`src/rtl/smam_pkg.sv`:
```
// ----------------------------------------------------------------------------
// smam_pkg
// shared types and constants for the square matrix add and multiply block
// ----------------------------------------------------------------------------
package smam_pkg;

    localparam int WORD_W      = 32;
    localparam int IDX_W       = 4;
    localparam int DIM_W       = 5;
    localparam int OP_W        = 2;
    localparam int PADDR_W     = 2;
    localparam int PDATA_W     = 32;
    localparam int MAX_DIM_DEF = 16;

    localparam logic [DIM_W-1:0]   DIM_RESET = 5'd16;
    localparam logic [PADDR_W-1:0] ADDR_DIM  = 2'd0;

    localparam logic [OP_W-1:0] OP_LOAD_A = 2'd0;
    localparam logic [OP_W-1:0] OP_LOAD_B = 2'd1;
    localparam logic [OP_W-1:0] OP_READ   = 2'd2;

    typedef enum logic [1:0] {
        ST_IDLE,
        ST_ISSUE,
        ST_DRAIN
    } t_state;

    typedef struct packed {
        logic clr;
        logic sum_en;
        logic mul_en;
    } t_mac_ctl;

    typedef struct packed {
        logic             load;
        logic             err;
        logic [IDX_W-1:0] row;
        logic [IDX_W-1:0] col;
    } t_res;

endpackage

```
`src/rtl/smam_mac.sv`:
```
// ----------------------------------------------------------------------------
// smam_mac
// element adder and single multiply-accumulate over streamed element pairs
// ----------------------------------------------------------------------------
module smam_mac
    import smam_pkg::*;
(
    input  logic              i_clk,
    input  logic              i_rst_n,
    input  t_mac_ctl          i_ctl,
    input  logic [WORD_W-1:0] i_a,
    input  logic [WORD_W-1:0] i_b,
    output logic [WORD_W-1:0] o_sum,
    output logic [WORD_W-1:0] o_acc,
    output logic              o_busy
);

    logic [WORD_W-1:0] r_prod;
    logic              r_prod_vld;
    logic [WORD_W-1:0] r_sum;
    logic [WORD_W-1:0] r_acc;

    always_ff @(posedge i_clk) begin
        if (!i_rst_n) begin
            r_prod_vld <= 1'b0;
        end else begin
            r_prod_vld <= i_ctl.mul_en;
        end
    end

    always_ff @(posedge i_clk) begin
        if (i_ctl.mul_en) begin
            r_prod <= i_a * i_b;
        end
        if (i_ctl.sum_en) begin
            r_sum <= i_a + i_b;
        end
        if (i_ctl.clr) begin
            r_acc <= '0;
        end else if (r_prod_vld) begin
            r_acc <= r_acc + r_prod;
        end
    end

    assign o_sum  = r_sum;
    assign o_acc  = r_acc;
    assign o_busy = r_prod_vld;

endmodule

```
`config.mk`:
```
export PLATFORM = sky130hd
export DESIGN_NAME = smam_mac
export DESIGN_NICKNAME = d
export VERILOG_FILES = /design/src/rtl/smam_pkg.sv /design/src/rtl/smam_mac.sv
export SDC_FILE = /design/constraint.sdc
export NUM_CORES = 1
export LEC_CHECK = 0
export BUFFER_PORTS_ARGS = -buffer_cell sky130_fd_sc_hd__buf_2
export CORE_ASPECT_RATIO = 0.8
export CORE_MARGIN = 3
export CORE_UTILIZATION = 45
export CTS_CLUSTER_SIZE = 12
export DETAILED_ROUTE_END_ITERATION = 16
export HOLD_SLACK_MARGIN = 0.08
export PLACE_DENSITY = 0.73
export SYNTH_ARGS = -nofsm -noshare
export SYNTH_HDL_FRONTEND = slang
export SYNTH_SLANG_ARGS = --single-unit
```
`constraint.sdc`:
```
create_clock -name i_clk -period 7.7 [get_ports i_clk]
set_input_delay 0.385 -clock i_clk [delete_from_list [all_inputs] [get_ports i_clk]]
set_output_delay 0.385 -clock i_clk [all_outputs]
set_load 0.02 [all_outputs]
```
==> impl_metrics.tcl, run 1 <==
set metrics [dict create \
    status "finished, final reports clean" \
    worst-r2r-setup-slack_ps 4380 \
    grt_antenna_before_repair 1 \
    nNetsFinal 3050 \
    cts_num_sinks 97 \
    critical_path.n_buffers_inverters 5 \
    synthesis.area_sq_mm 0.02168 \
    min-delay-path-class "input pin to flip-flop" \
    h-tree-depth 3 \
    achievable-frequency_ghz 0.1394 \
    drt-vias-per-instance 5.499 \
    detailroute.via_count 16558 \
    wire_length_of_the_first_global_routing_pass_mm 97.78 \
    grt_max_degree 45 \
    cp-startpoint "i_a[10]" \
    placed_instances 2995 \
    maxCapViolCount 0 \
    cts.root.buffer_cell "clkbuf_16" \
    yosysUniqueCellTypes 61 \
    worst-path-max-fanout 22 \
    timing.final.crit_share_pct 93.19 \
    cts_repair_resizes 0 \
    final_antenna_net_count 0 \
    yosysWarningCount 0 \
    cts.hold.buffers_added 0 \
    cp.required_ps 7850 \
    final-hold-violation-count 0 \
    report.final.setup_viol 0 \
    worst-slew-pin-transition_ps 1008 \
    die_footprint_sq_mm 0.05085 \
    tritoncts_clock_tree "yes" \
    setup_ws_ps 524.2 \
    detail_route.wl_per_cell_um 20.14 \
    pre_cts_slack_ps 244.6 \
    start_util_pct 45.86 \
    floorplan.die.width_um 251.4 \
    num_antenna_cells 0 \
    yosysSeqAreaShare_pct 11.91 \
    clkSlewWorstSetupHoldPaths_ps 90 \
    num_io_pins 134 \
    finish.cell_count_without_fillers 3011 \
    path_cells "buf_2 > ha_1 > inv_1 > fa_1 > inv_1 > fa_1 > fa_1 > inv_1 > fa_1 > inv_1 > fa_1 > fa_1 > fa_1 > fa_1 > ha_1 > a21oi_1 > a31oi_1 > and3_1 > o211ai_1 > a31oi_1 > o31ai_1 > nor2b_1 > o21ai_0 > xnor2_1" \
    critical_path.endpoint_type "flip-flop" \
    synth_nets 2985 \
    cts-buffers-inserted 9 \
    routabilityCongestion 0.9162 \
    drc 0 \
    rsz0062_at_grt "no" \
    timing.rr.start "r_prod[0]" \
    layout.cells.most_common_list "411 x inv_1, 410 x fa_1, 295 x and2_1" \
    cp.arrival_ps 7320 \
    synth_enable_flop_cells 64 \
    route.final.wire_length_mm 60.65 \
    grtUsageTotal_pct 24.70 \
    design.core.area_sq_mm 0.04726 \
    vias_in_the_first_global_route 17927 \
    numPortBuffers 133 \
    crit_top_cell "fa_1" \
    cts_max_path_buffers 2 \
    synth_ff_type "edfxtp_1" \
    mostFrequentLayoutCell "inv_1" \
    max_slew_margin_pct 32.81 \
    place_hpwl_mm 48.91 \
    postSynthCellCount 2321 \
    critical_path.startpoint_type "input pin" \
    slew_viol_final 0 \
    synth.ff_latch_count 97 \
    drive_above_1_share_pct 7.319 \
    drtIter0Drc 1310 \
    globalRouteOverflowTotal 0 \
    critical-path-slowest-cell "fa_1" \
    drt_pass1_iterations 5 \
    critical_path_class "input pin to flip-flop" \
    syn_avg_cell_area_sq_um 9.339 \
    postCtsSetupBuffers 0 \
    cp_delay_by_family_top "adder cells" \
    final.setup.tns_ps 0 \
    postSynth.asyncResetShare_pct 0 \
    final_core_util_pct 49.07 \
    num_rows 71 \
    layout-area-overhead-vs-synth_pct 6.996 \
    worst_skew_pair.late_latency_ps 410 \
    hold_path_startpoint "i_rst_n" \
    period_minus_slack_ps 7176 \
    finClkSkew_ps 19.98 \
    max_stage_delay_ps 590 \
    fp.dieH_um 202.3 \
]
==> cells in the mapped netlist, types with 10 or more instances <==
| cell type | count | area (sq um) |
|---|---|---|
| xor2_1 | 35 | 306.5 |
| nand2b_1 | 18 | 112.6 |
| nor2b_1 | 13 | 81.33 |
| a21o_1 | 32 | 240.2 |
| dfxtp_1 | 33 | 660.6 |
| o21bai_1 | 11 | 82.58 |
| nand2_1 | 263 | 987.2 |
| o21a_1 | 18 | 135.1 |
| inv_1 | 411 | 1543 |
| clkbuf_1 | 93 | 349.1 |
| edfxtp_1 | 64 | 1922 |
| and2_1 | 295 | 1846 |
| nor2_1 | 77 | 289.0 |
| o21ai_0 | 42 | 210.2 |
| a211oi_1 | 10 | 75.07 |
| mux2i_1 | 22 | 220.2 |
| ha_1 | 185 | 2315 |
| a21oi_1 | 71 | 355.3 |
| xnor2_1 | 101 | 884.6 |
| and3_1 | 12 | 75.07 |
| nand3_1 | 17 | 85.08 |
| fa_1 | 410 | 8208 |
==> state kept, by name, indices dropped and copies added, names as in the netlist <==
name    flops
o_sum      32
r_prod     32
o_busy      1
o_acc      32
==> area by class of cell <==
cell class                 count  area [sq um]
clock buffer                  10         250.2
clock inverter                 6         63.81
fill                        4357         24070
inverter                     411          1543
multi-input combinational   1718         17190
sequential                    97          2584
tap                          620         775.7
timing repair buffer         149         785.8
==> path summary, 6_finish.rpt <==
path / endpoint / cells past startpoint
setup / recovery: r_prod[31] / 24
setup reg to reg: o_acc[30] / 12
hold / removal: o_busy / 2
hold reg to reg: o_acc[5] / 2
==> cells by family (layout without fill, tap and decap cells) <==
group / after synthesis / in the layout / share of synthesized area (%)
mux: 22 / 22 / 1.016
xor+xnor: 136 / 136 / 5.495
flops: 97 / 97 / 11.91
simple gates: 728 / 728 / 17.07
fa+ha+maj: 595 / 595 / 48.55
buf+inv: 506 / 576 / 8.780
compound gates: 237 / 237 / 7.181
==> metrics by stage <==
stage	instance area [sq um]	hold WS [ps]
6_report	23190	202.8
5_1_grt	23190	196.6
4_1_cts	23190	181.6
3_5_place_dp	22880	503.1
3_3_place_gp	22880	482.5
2_1_floorplan	21680	497.5
==> routing by layer <==
layer | track usage, % | vias to the layer above | part of all wire [%]
met4 | 7.496 | 0 | 3.4
li1 | - | 7295 | -
met3 | 6.523 | 152 | 10
met2 | 37.40 | 839 | 43
met5 | 0 | - | 0
met1 | 34.86 | 8272 | 44
Power of run 1 is left out: the tool's default activity adds up to more than one toggle a clock period on the data nets, which glitch-free logic cannot reach.
==> inputs of run 2 (changes only) <==
- CORE_ASPECT_RATIO: 0.8 -> 1.75
==> run 2 against run 1 <==
  * Routed wire length down 0.29%
  * Die area up 0.17%
  * First-iteration DRC count down 38%
  * Maximum frequency up 1.7%
  * Register-to-register slack better by 170 ps
  * Via count down 2.1%
  * Core utilization about the same
  * Worst setup slack better by 120 ps
  * Count of clock-buffer cells in the layout down 1
  * Hold slack better by 27 ps
  * Sequential cell count unchanged
  * Highest routed layer is now met5
==> impl_metrics.tcl, run 2 (synthesized netlist as in run 1, its figures left out) <==
set metrics [dict create \
    critical_r2r_capture "o_acc[17]" \
    max_slew_margin_pct 30.93 \
    final.fill_count 4438 \
    hold_path_startpoint "i_rst_n" \
    timing.final.crit_share_pct 91.61 \
    finClkSkew_ps 12.68 \
    tritoncts_clock_tree "yes" \
    clkSlewWorstSetupHoldPaths_ps 70 \
    cp.arrival_ps 7150 \
    routabilityCongestion 0.9994 \
    place_hpwl_mm 50.72 \
    maxCapViolCount 0 \
    final.setup.tns_ps 0 \
    multi_input_area_sq_mm 0.01719 \
    rsz0062_at_grt "no" \
    seq_area_sq_mm 0.002584 \
    start_util_pct 45.83 \
    period_minus_slack_ps 7054 \
    grt_antenna_before_repair 2 \
    final-hold-violation-count 0 \
    worst-slew-pin-transition_ps 1036 \
    fp.dieH_um 296.3 \
    postCtsSetupBuffers 0 \
    grtUsageTotal_pct 24.87 \
    finish.cell_count_without_fillers 2988 \
    layout-area-overhead-vs-synth_pct 7.117 \
    timing.rr.start "r_prod[1]" \
    critical_path.startpoint_type "input pin" \
    detailroute.via_count 16208 \
    num_rows 105 \
    worst-r2r-setup-slack_ps 4550 \
    drtIter0Drc 811 \
    report.final.setup_viol 0 \
    layout.cells.most_common_list "411 x inv_1, 410 x fa_1, 295 x and2_1" \
    placed_instances 2971 \
    worst_skew_pair.late_latency_ps 370 \
    wire_length_of_the_first_global_routing_pass_mm 97.11 \
    cp.required_ps 7790 \
    cts_max_path_buffers 2 \
    drc 0 \
    status "finished, final reports clean" \
    drive_above_1_share_pct 7.628 \
    placed_cell_area_sq_mm 0.02290 \
    critical_path.endpoint_type "flip-flop" \
    min-delay-path-class "input pin to flip-flop" \
    cts.hold.buffers_added 0 \
    grt_max_degree 45 \
    rr_worst_depth 9 \
    fin_area_sq_mm 0.02322 \
    numPortBuffers 133 \
    globalRouteOverflowTotal 0 \
    h-tree-depth 3 \
    final_antenna_net_count 0 \
    drt-vias-per-instance 5.424 \
    slew_viol_final 0 \
    worst-path-max-fanout 23 \
    cts.root.buffer_cell "clkbuf_16" \
    holdPathEnd "o_busy" \
    route.final.wire_length_mm 60.48 \
    critical_path_class "input pin to flip-flop" \
    detail_route.wl_per_cell_um 20.24 \
    design.core.area_sq_mm 0.04730 \
    final_core_util_pct 49.09 \
    hold-path-cell-count 2 \
    die_footprint_sq_mm 0.05094 \
    floorplan.die.width_um 171.9 \
    cts-buffers-inserted 9 \
    mostFrequentLayoutCell "inv_1" \
    num_io_pins 134 \
    vias_in_the_first_global_route 18537 \
    cts_num_sinks 97 \
    cts_repair_resizes 0 \
    drt_pass1_iterations 5 \
    achievable-frequency_ghz 0.1418 \
    nNetsFinal 3058 \
]
==> run 2: worst max path at each step <==
stage,startpoint,end,slack (ps),depth (start not counted)
floorplan,i_a[12],r_prod[31],770,25
global placement,i_a[10],r_prod[31],490,24
detailed placement,i_a[10],r_prod[31],330,24
CTS,i_a[10],r_prod[31],700,24
global route,i_b[9],r_prod[31],350,24
finish,i_b[9],r_prod[31],650,24
==> run 2: critical path: stages <==
cell and delay (ps):
buf_2 420, ha_1 300, inv_1 120, fa_1 400
inv_1 70, fa_1 430, fa_1 510, inv_1 50
fa_1 470, inv_1 50, fa_1 480, fa_1 560
fa_1 430, fa_1 440, ha_1 380, a31oi_1 120
a31oi_1 250, and3_1 240, o211ai_1 140, a31oi_1 330
o31ai_1 140, nor2b_1 140, o21ai_0 200, xnor2_1 80
==> run 2: final cells by class <==
class	instances	area share, %
multi-input combinational	1718	74.04
sequential	97	11.13
inverter	411	6.644
timing repair buffer	157	3.643
tap	588	3.169
clock buffer	9	0.9700
clock inverter	7	0.3988
antenna	1	0.01078
==> run 2: layer usage <==
layer | GRT usage [%] | vias to the layer above | share of wire (%)
li1 | - | 7303 | -
met4 | 17.79 | 2 | 8.5
met2 | 46.61 | 527 | 53
met5 | 0 | - | 0.020
met1 | 25.06 | 8161 | 34
met3 | 2.766 | 215 | 4.4
==> run 2: stage by stage <==
| step | hold slack (ps) | setup slack (ps) |
|---|---|---|
| after global routing | 240.4 | 353.7 |
| after global placement | 481.9 | 494.6 |
| after floorplan | 497.5 | 769.7 |
| final | 230.2 | 645.7 |
| after CTS | 221.5 | 695.7 |
| after detailed placement | 488.9 | 327.7 |
Power of run 2 is left out for the same reason.
