--- src/rtl/smam_pkg.sv ---
// ----------------------------------------------------------------------------
// smam_pkg
// shared types and constants for the square matrix add and multiply block
// ----------------------------------------------------------------------------
package smam_pkg;

    localparam int WORD_W      = 32;
    localparam int IDX_W       = 4;
    localparam int DIM_W       = 5;
    localparam int OP_W        = 2;
    localparam int PADDR_W     = 2;
    localparam int PDATA_W     = 32;
    localparam int MAX_DIM_DEF = 16;

    localparam logic [DIM_W-1:0]   DIM_RESET = 5'd16;
    localparam logic [PADDR_W-1:0] ADDR_DIM  = 2'd0;

    localparam logic [OP_W-1:0] OP_LOAD_A = 2'd0;
    localparam logic [OP_W-1:0] OP_LOAD_B = 2'd1;
    localparam logic [OP_W-1:0] OP_READ   = 2'd2;

    typedef enum logic [1:0] {
        ST_IDLE,
        ST_ISSUE,
        ST_DRAIN
    } t_state;

    typedef struct packed {
        logic clr;
        logic sum_en;
        logic mul_en;
    } t_mac_ctl;

    typedef struct packed {
        logic             load;
        logic             err;
        logic [IDX_W-1:0] row;
        logic [IDX_W-1:0] col;
    } t_res;

endpackage

--- src/rtl/smam_ctrl.sv ---
// ----------------------------------------------------------------------------
// smam_ctrl
// sequencer: store writes, sum read, dot product address walk, result hand-off
// ----------------------------------------------------------------------------
module smam_ctrl
    import smam_pkg::*;
#(
    parameter int MAX_DIM = MAX_DIM_DEF,
    parameter int AW      = (MAX_DIM * MAX_DIM > 1) ? $clog2(MAX_DIM * MAX_DIM) : 1
) (
    input  logic              i_clk,
    input  logic              i_rst_n,
    input  logic [DIM_W-1:0]  i_dim,
    input  logic              i_in_valid,
    output logic              o_in_stall,
    input  logic [OP_W-1:0]   i_operation,
    input  logic [IDX_W-1:0]  i_row,
    input  logic [IDX_W-1:0]  i_col,
    output logic              o_we_a,
    output logic              o_we_b,
    output logic [AW-1:0]     o_waddr,
    output logic [AW-1:0]     o_raddr_a,
    output logic [AW-1:0]     o_raddr_b,
    output t_mac_ctl          o_mac_ctl,
    input  logic              i_mac_busy,
    input  logic              i_slot_free,
    output t_res              o_res
);

    localparam int NW_MIN = $clog2(MAX_DIM + 1);
    localparam int NW     = (NW_MIN > DIM_W) ? NW_MIN : DIM_W;
    localparam int IW     = (MAX_DIM > 1) ? $clog2(MAX_DIM) : 1;
    localparam logic [NW-1:0] MAXN = NW'(MAX_DIM);
    localparam logic [AW-1:0] STRIDE = AW'(MAX_DIM);

    t_state           r_state, n_state;
    logic [IW-1:0]    r_k, n_k;
    logic [IDX_W-1:0] r_row, r_col;
    logic             r_err;
    logic             r_iss_vld;
    logic             r_sum_cap;

    logic [NW-1:0] dim_ext;
    logic [NW-1:0] live_n;
    logic          in_range;
    logic          accept;
    logic          rd_go;
    logic          last_k;
    logic [AW-1:0] port_addr;

    assign dim_ext   = NW'(i_dim);
    assign live_n    = (dim_ext > MAXN) ? MAXN : dim_ext;
    assign in_range  = (NW'(i_row) < live_n) && (NW'(i_col) < live_n);
    assign accept    = i_in_valid && !o_in_stall;
    assign rd_go     = accept && (i_operation == OP_READ);
    assign last_k    = (NW'(r_k) == (live_n - NW'(1)));
    assign port_addr = AW'(AW'(i_row) * STRIDE + AW'(i_col));

    always_ff @(posedge i_clk) begin
        if (!i_rst_n) begin
            r_state   <= ST_IDLE;
            r_iss_vld <= 1'b0;
            r_sum_cap <= 1'b0;
        end else begin
            r_state   <= n_state;
            r_iss_vld <= (r_state == ST_ISSUE);
            r_sum_cap <= rd_go && in_range;
        end
    end

    always_ff @(posedge i_clk) begin
        r_k <= n_k;
        if (rd_go) begin
            r_row <= i_row;
            r_col <= i_col;
            r_err <= !in_range;
        end
    end

    always_comb begin
        n_state    = r_state;
        n_k        = r_k;
        o_in_stall = 1'b1;
        o_we_a     = 1'b0;
        o_we_b     = 1'b0;
        o_waddr    = port_addr;
        o_raddr_a  = port_addr;
        o_raddr_b  = port_addr;
        o_mac_ctl.clr    = 1'b0;
        o_mac_ctl.sum_en = r_sum_cap;
        o_mac_ctl.mul_en = r_iss_vld;
        o_res.load = 1'b0;
        o_res.err  = r_err;
        o_res.row  = r_row;
        o_res.col  = r_col;
        case (r_state)
            ST_IDLE: begin
                o_in_stall = 1'b0;
                n_k        = '0;
                if (accept) begin
                    case (i_operation)
                        OP_LOAD_A: o_we_a = in_range;
                        OP_LOAD_B: o_we_b = in_range;
                        OP_READ: begin
                            o_mac_ctl.clr = 1'b1;
                            n_state = in_range ? ST_ISSUE : ST_DRAIN;
                        end
                        default: ;
                    endcase
                end
            end
            ST_ISSUE: begin
                o_raddr_a = AW'(AW'(r_row) * STRIDE + AW'(r_k));
                o_raddr_b = AW'(AW'(r_k) * STRIDE + AW'(r_col));
                n_k       = r_k + IW'(1);
                if (last_k) begin
                    n_state = ST_DRAIN;
                end
            end
            ST_DRAIN: begin
                if (!r_iss_vld && !i_mac_busy && i_slot_free) begin
                    o_res.load = 1'b1;
                    n_state    = ST_IDLE;
                end
            end
            default: n_state = ST_IDLE;
        endcase
    end

endmodule

--- config.mk ---
export PLATFORM = sky130hd
export DESIGN_NAME = smam_ctrl
export DESIGN_NICKNAME = d
export VERILOG_FILES = /design/src/rtl/smam_pkg.sv /design/src/rtl/smam_ctrl.sv
export SDC_FILE = /design/constraint.sdc
export NUM_CORES = 1
export LEC_CHECK = 0
export BUFFER_PORTS_ARGS = -buffer_cell sky130_fd_sc_hd__buf_4
export CAP_MARGIN = 20
export CORE_MARGIN = 5
export CORE_UTILIZATION = 39
export CTS_CLUSTER_DIAMETER = 80
export DETAILED_ROUTE_END_ITERATION = 7
export PLACE_DENSITY = 0.82
export SYNTH_ARGS = -nofsm -noshare
export SYNTH_HDL_FRONTEND = slang
export SYNTH_SLANG_ARGS = --single-unit
--- constraint.sdc ---
create_clock -name i_clk -period 2.6 [get_ports i_clk]
set_input_delay 0.26 -clock i_clk [delete_from_list [all_inputs] [get_ports i_clk]]
set_output_delay 0.26 -clock i_clk [all_outputs]
set_load 0.02 [all_outputs]
==> flow_metrics.py, run 1 <==
metrics = {
    "global_route": {
        "grtUsageTotal_pct": 14.2,
        "grt_pass1_wl_um": 4710,
        "grt_overflow": 0,
        "antenna_found_initial": 0,
        "grt_pass1_vias": 1055,
        "grt_max_degree": 15,
    },
    "layout": {
        "utilization_pct": 54.0,
        "seq_area_um2": 470,
        "nFillCells": 277,
        "antenna_cells": 0,
        "nets": 214,
        "area_growth_pct": 35.8,
        "multi_input_comb_area_um2": 618,
        "drive_gt1_share_pct": 37.3,
    },
    "synth": {
        "synth_edf_count": 13,
        "avgSynthCellArea_um2": 8.91,
        "synth_ff_type": "edfxtp_1",
        "synth_nets": 162,
        "syn_area_mm2": 0.00119,
        "yosysWarningCount": 0,
        "async_flop_share_pct": 0,
        "ys_ff_latch": 17,
        "synth_cell_type_count": 33,
        "synthCells": 134,
        "yosysSeqAreaShare_pct": 39.4,
    },
    "worst_setup_path": {
        "cp.required_ns": 2.34,
        "critical_path_class": "in2out",
        "start_kind": "primary input",
        "path_max_fanout": 12,
        "rr_worst_depth": 5,
        "cp.arrival_ns": 1.97,
        "end_kind": "output port",
    },
    "timing": {
        "slew_viol_final": 0,
        "period_minus_slack_ns": 2.23,
        "timing.fmax_ghz": 0.449,
        "hold-worst-slack_ns": 0.168,
        "period_share_pct": 85.7,
        "hold_viol_final": 0,
        "setup_tns_ns": 0,
        "worst_slew_pin_slew_ns": 0.443,
        "skew_ns": 0.00567,
        "setup_violations": 0,
        "relSlewSlack_pct": 70.4,
        "rsz0062_at_grt": "false",
        "finalWorstSetupSlack_ns": 0.373,
    },
    "detailed_routing": {
        "finalWirelength_um": 2920,
        "dr_wl_met3_um": 149,
        "antenna_left": 0,
        "vias": 1107,
        "top_layer": "met4",
        "viasPerCell": 5.08,
        "drt_iter0_drc": 28,
        "drc_errors": 0,
        "wl_met1_um": 1170,
        "met2_length_um": 1540,
        "dr.pass1.iters": 4,
        "avgRoutedWirePerCell_um": 13.4,
    },
    "outcome": {
        "status": "finished clean",
    },
    "floorplanning": {
        "fp-row-count": 20,
        "floorplan.core_area_mm2": 0.00300,
        "die_h_um": 65.3,
        "die-area_mm2": 0.00427,
        "floorplan.initialDensity_pct": 39.8,
        "dieWidth_um": 65.3,
        "pin_count": 60,
    },
    "clocking": {
        "insertion_delay_ns": 0.29,
        "post_cts_buffers": 0,
        "cts_tree": "built",
        "path_clk_slew_ns": 0.10,
        "cts_resized": 0,
        "cts.sinks": 17,
        "numCtsBuffers": 3,
        "cts.path.max_buffers": 2,
        "ctsHoldBuffers": 0,
        "htreeDepth": 1,
        "cts.root.buffer_cell": "clkbuf_4",
    },
    "placed_design": {
        "gp_congestion": 0.812,
        "numPortBuffers": 59,
        "post-dp-hpwl_um": 2360,
        "dpl_worst_slack_ns": 0.372,
    },
    "worst_hold_path": {
        "whs_path_depth": 1,
        "hp-class": "in2reg",
    },
    "power_and_ir_drop": {
        "vdd_ir_drop_max_mv": 0.177,
        "leakage_nw": 0.780,
        "p_per_area_mw_per_mm2": 456,
    },
    "run": {
        "drv_cap": 0,
    },
}
-- worst paths after layout --
| check | startpoint | to | slack [ns] |
|---|---|---|---|
| max reg2reg | r_k[2]$_SDFFCE_PN0P_ | r_state[1]$_SDFFE_PN0P_ | 1.04 |
| max | i_dim[4] | o_we_a | 0.37 |
| min reg2reg | r_state[1]$_SDFFE_PN0P_ | r_state[0]$_SDFFE_PN0P_ | 0.71 |
| min | i_row[2] | r_row[2]$_DFFE_PP_ | 0.17 |
-- layout make-up --
type,count,share of cell area (%)
Tap cell,33,2.55
Timing Repair Buffer,61,28.2
Inverter,2,0.463
Multi-Input combinational cell,101,38.1
Sequential cell,17,29.0
Clock buffer,4,1.62
-- sequential cells by signal (all words and copies together) (netlist names) --
| register | flops |
|---|---|
| r_state | 2 |
| r_sum_cap | 1 |
| r_k | 4 |
| r_iss_vld | 1 |
| r_col | 4 |
| r_row | 4 |
| r_err | 1 |
-- report_power, final --
part / total (mW) / switching, mW / internal, mW
clock network: 0.140 / 0.0808 / 0.0597
logic: 0.272 / 0.152 / 0.120
registers: 0.327 / 0.0174 / 0.310
-- through the flow --
stage	instances	total power [mW]	area, µm²
global route	218	0.783	1620
detailed placement	214	0.608	1600
global placement	214	0.602	1600
floorplan	134	0.497	1190
CTS	218	0.747	1620
finish	218	0.740	1620
-- per-layer routing --
metal | vias up | GRT usage, %
li1 | 558 | -
met4 | 0 | 6.99
met3 | 5 | 1.88
met5 | - | 0
met1 | 515 | 15.9
met2 | 29 | 26.2
-- logic make-up after synthesis --
family	share of synthesized area (%)
simple gates	29.7
compound gates	8.59
fa+ha+maj	8.39
xor+xnor	5.14
buf+inv	8.81
flops	39.4
-- critical path, stage by stage --
cell,delay [ns]
buf_4,0.15
nand2b_1,0.17
ha_1,0.27
or3_1,0.35
a22oi_2,0.22
nor2_1,0.11
nor4_1,0.25
buf_4,0.19
-- cells in the mapped netlist (2+ instances only) --
cell type,count,area share (%)
edfxtp_1,13,33
dfxtp_1,4,6.7
nand3_1,2,0.84
ha_1,8,8.4
xor2_1,3,2.2
nand2_1,42,13
xnor2_1,4,2.9
inv_1,2,0.63
buf_4,12,7.5
nor3b_1,2,1.3
nand2b_1,4,2.1
o21ai_0,3,1.3
o21bai_1,2,1.3
nor3_1,4,1.7
nor4b_1,2,1.5
nor4_1,2,1.0
and2_1,2,1.0
nor2_1,7,2.2
clkbuf_1,2,0.63
-- cell usage in the layout (no fill, tap or decap) --
| cell type | synthesis | layout |
|---|---|---|
| nor2b_1 | 1 | 1 |
| a311o_1 | 1 | 1 |
| clkbuf_4 | 0 | 3 |
| or3_1 | 1 | 1 |
| nor4_1 | 2 | 2 |
| edfxtp_1 | 13 | 13 |
| o31ai_2 | 1 | 1 |
| a21oi_1 | 1 | 1 |
| nor2_1 | 7 | 7 |
| a41o_1 | 1 | 1 |
| and2_1 | 2 | 2 |
| clkbuf_1 | 2 | 1 |
| and2b_2 | 1 | 1 |
| nand2b_1 | 4 | 4 |
| nor4b_2 | 1 | 1 |
| nor4b_1 | 2 | 2 |
| buf_4 | 12 | 61 |
| xor2_1 | 3 | 3 |
| nor4bb_1 | 1 | 1 |
| ha_1 | 8 | 8 |
| xnor2_1 | 4 | 4 |
| dfxtp_1 | 4 | 4 |
| o31a_1 | 1 | 1 |
| o21bai_1 | 2 | 2 |
| nor3b_1 | 2 | 2 |
| o21ai_0 | 3 | 3 |
| and4b_2 | 1 | 1 |
| a211o_1 | 1 | 1 |
| inv_1 | 2 | 2 |
| nand3_1 | 2 | 2 |
| nand2_1 | 42 | 42 |
| o21ai_1 | 1 | 1 |
| a22oi_2 | 1 | 1 |
| nor3_1 | 4 | 4 |
No activity file was read; power rests on OpenSTA's default activity.
==> run 2: changes to the inputs <==
--- a/config.mk
+++ b/config.mk
@@ -8,10 +8,10 @@
 export BUFFER_PORTS_ARGS = -buffer_cell sky130_fd_sc_hd__buf_4
 export CAP_MARGIN = 20
 export CORE_MARGIN = 5
-export CORE_UTILIZATION = 39
+export CORE_UTILIZATION = 30
 export CTS_CLUSTER_DIAMETER = 80
 export DETAILED_ROUTE_END_ITERATION = 7
-export PLACE_DENSITY = 0.82
+export PLACE_DENSITY = 0.69
 export SYNTH_ARGS = -nofsm -noshare
 export SYNTH_HDL_FRONTEND = slang
 export SYNTH_SLANG_ARGS = --single-unit
==> constraint.sdc (replaced) <==
create_clock -name i_clk -period 2.6 [get_ports i_clk]
set_input_delay 0.26 -clock i_clk [delete_from_list [all_inputs] [get_ports i_clk]]
set_output_delay 0.26 -clock i_clk [all_outputs]
set_load 0.01 [all_outputs]
==> flow_metrics.py, run 2 (synthesis results as in run 1) <==
metrics = {
    "detailed_routing": {
        "vias": 1071,
        "viasPerCell": 4.56,
        "avgRoutedWirePerCell_um": 13.2,
        "drt_iter0_drc": 17,
        "antenna_left": 0,
        "finalWirelength_um": 3090,
        "dr.pass1.iters": 4,
        "drc_errors": 0,
    },
    "timing": {
        "relSlewSlack_pct": 68.9,
        "timing.fmax_ghz": 0.450,
        "worst_slew_pin_slew_ns": 0.465,
        "slew_viol_final": 0,
        "skew_ns": 0.00228,
        "setup_violations": 0,
        "setup_tns_ns": 0,
        "rsz0062_at_grt": "false",
        "period_minus_slack_ns": 2.22,
        "period_share_pct": 85.4,
        "hold_viol_final": 0,
    },
    "layout": {
        "nets": 214,
        "area_growth_pct": 39.2,
        "final_common_cell": "buf_4",
        "nFillCells": 401,
        "drive_gt1_share_pct": 37.3,
        "final_cell_mix": "buf_4 (61), nand2_1 (42), edfxtp_1 (13)",
        "top_regs": "r_col: 4 flops, r_k: 4 flops, r_row: 4 flops",
        "antenna_cells": 0,
    },
    "clocking": {
        "insertion_delay_ns": 0.25,
        "cts.root.buffer_cell": "clkbuf_8",
        "ctsHoldBuffers": 0,
        "path_clk_slew_ns": 0.07,
        "cts_resized": 0,
        "htreeDepth": 1,
        "cts_tree": "built",
        "post_cts_buffers": 0,
        "numCtsBuffers": 3,
        "cts.sinks": 17,
        "cts.path.max_buffers": 2,
    },
    "floorplanning": {
        "die_h_um": 73.1,
        "pin_count": 60,
        "fp-row-count": 23,
        "floorplan.initialDensity_pct": 30.5,
        "floorplan.core_area_mm2": 0.00391,
        "die-area_mm2": 0.00534,
        "dieWidth_um": 73.1,
    },
    "power_and_ir_drop": {
        "finalPower_mw": 0.767,
        "p_per_area_mw_per_mm2": 462,
        "leakage_nw": 0.788,
        "vdd_ir_drop_max_mv": 0.179,
    },
    "worst_setup_path": {
        "end_kind": "output port",
        "start_kind": "primary input",
        "critical_path_class": "in2out",
        "path_max_fanout": 12,
        "cp.required_ns": 2.34,
        "cp.arrival_ns": 1.96,
    },
    "outcome": {
        "status": "finished clean",
    },
    "global_route": {
        "grt_overflow": 0,
        "top_usage_layer": "met2",
        "use_met3_pct": 2.48,
        "antenna_found_initial": 0,
        "use_met1_pct": 14.1,
        "grtUsageTotal_pct": 11.9,
        "grt_pass1_vias": 1091,
        "grt_pass1_wl_um": 4990,
        "grt_max_degree": 14,
        "use_met2_pct": 21.2,
    },
    "placed_design": {
        "numPortBuffers": 59,
        "gp_congestion": 0.789,
        "post-dp-hpwl_um": 2490,
    },
    "run": {
        "drv_cap": 0,
    },
    "worst_hold_path": {
        "hp-class": "in2reg",
    },
}
## run 2: through the flow
| step | cells | worst slack (ns) | instance area [µm²] | hold slack, ns | utilization, % |
|---|---|---|---|---|---|
| 6_report | 235 | 0.379 | 1660 | 0.217 | 42.5 |
| 5_1_grt | 235 | 0.232 | 1660 | 0.209 | 42.5 |
| 4_1_cts | 235 | 0.372 | 1660 | 0.212 | 42.5 |
| 3_5_place_dp | 231 | 0.375 | 1620 | 0.472 | 41.3 |
| 3_3_place_gp | 231 | 0.415 | 1620 | 0.473 | 41.3 |
| 2_1_floorplan | 134 | 0.449 | 1190 | 0.359 | - |
## run 2: final timing paths
check                                from                       to  slack, ns  depth (start not counted)
setup / recovery                 i_dim[4]                   o_we_b       0.38                          8
hold / removal                   i_col[1]       r_col[1]$_DFFE_PP_       0.22                          1
setup reg to reg     r_k[2]$_SDFFCE_PN0P_  r_state[1]$_SDFFE_PN0P_       1.06                          5
hold reg to reg   r_state[1]$_SDFFE_PN0P_     r_iss_vld$_SDFF_PN0_       0.66                          2
## run 2: cell type report
| class | count | area, µm² | share of cell area, % |
|---|---|---|---|
| Timing Repair Buffer | 61 | 458 | 27.6 |
| Inverter | 2 | 7.51 | 0.452 |
| Multi-Input combinational cell | 101 | 618 | 37.2 |
| Sequential cell | 17 | 470 | 28.3 |
| Tap cell | 50 | 62.6 | 3.77 |
| Clock buffer | 4 | 45.0 | 2.71 |
## run 2: report_power, final
group	internal (mW)	switching, mW	leakage (nW)
combinational	0.118	0.121	0.603
clock	0.109	0.0926	0.0228
sequential	0.310	0.0165	0.163
## run 2: metal layers
layer  vias to the layer above  wire length [µm]
met5                         -                 0
met4                         0                21
met3                         2               225
met2                        25              1570
met1                       489              1280
li1                        555                 -
## run 2: critical path, stage by stage
cell,delay (ns)
buf_4,0.15
nand2b_1,0.17
ha_1,0.27
or3_1,0.35
a22oi_2,0.23
nor2_1,0.12
nor4b_2,0.26
buf_4,0.16
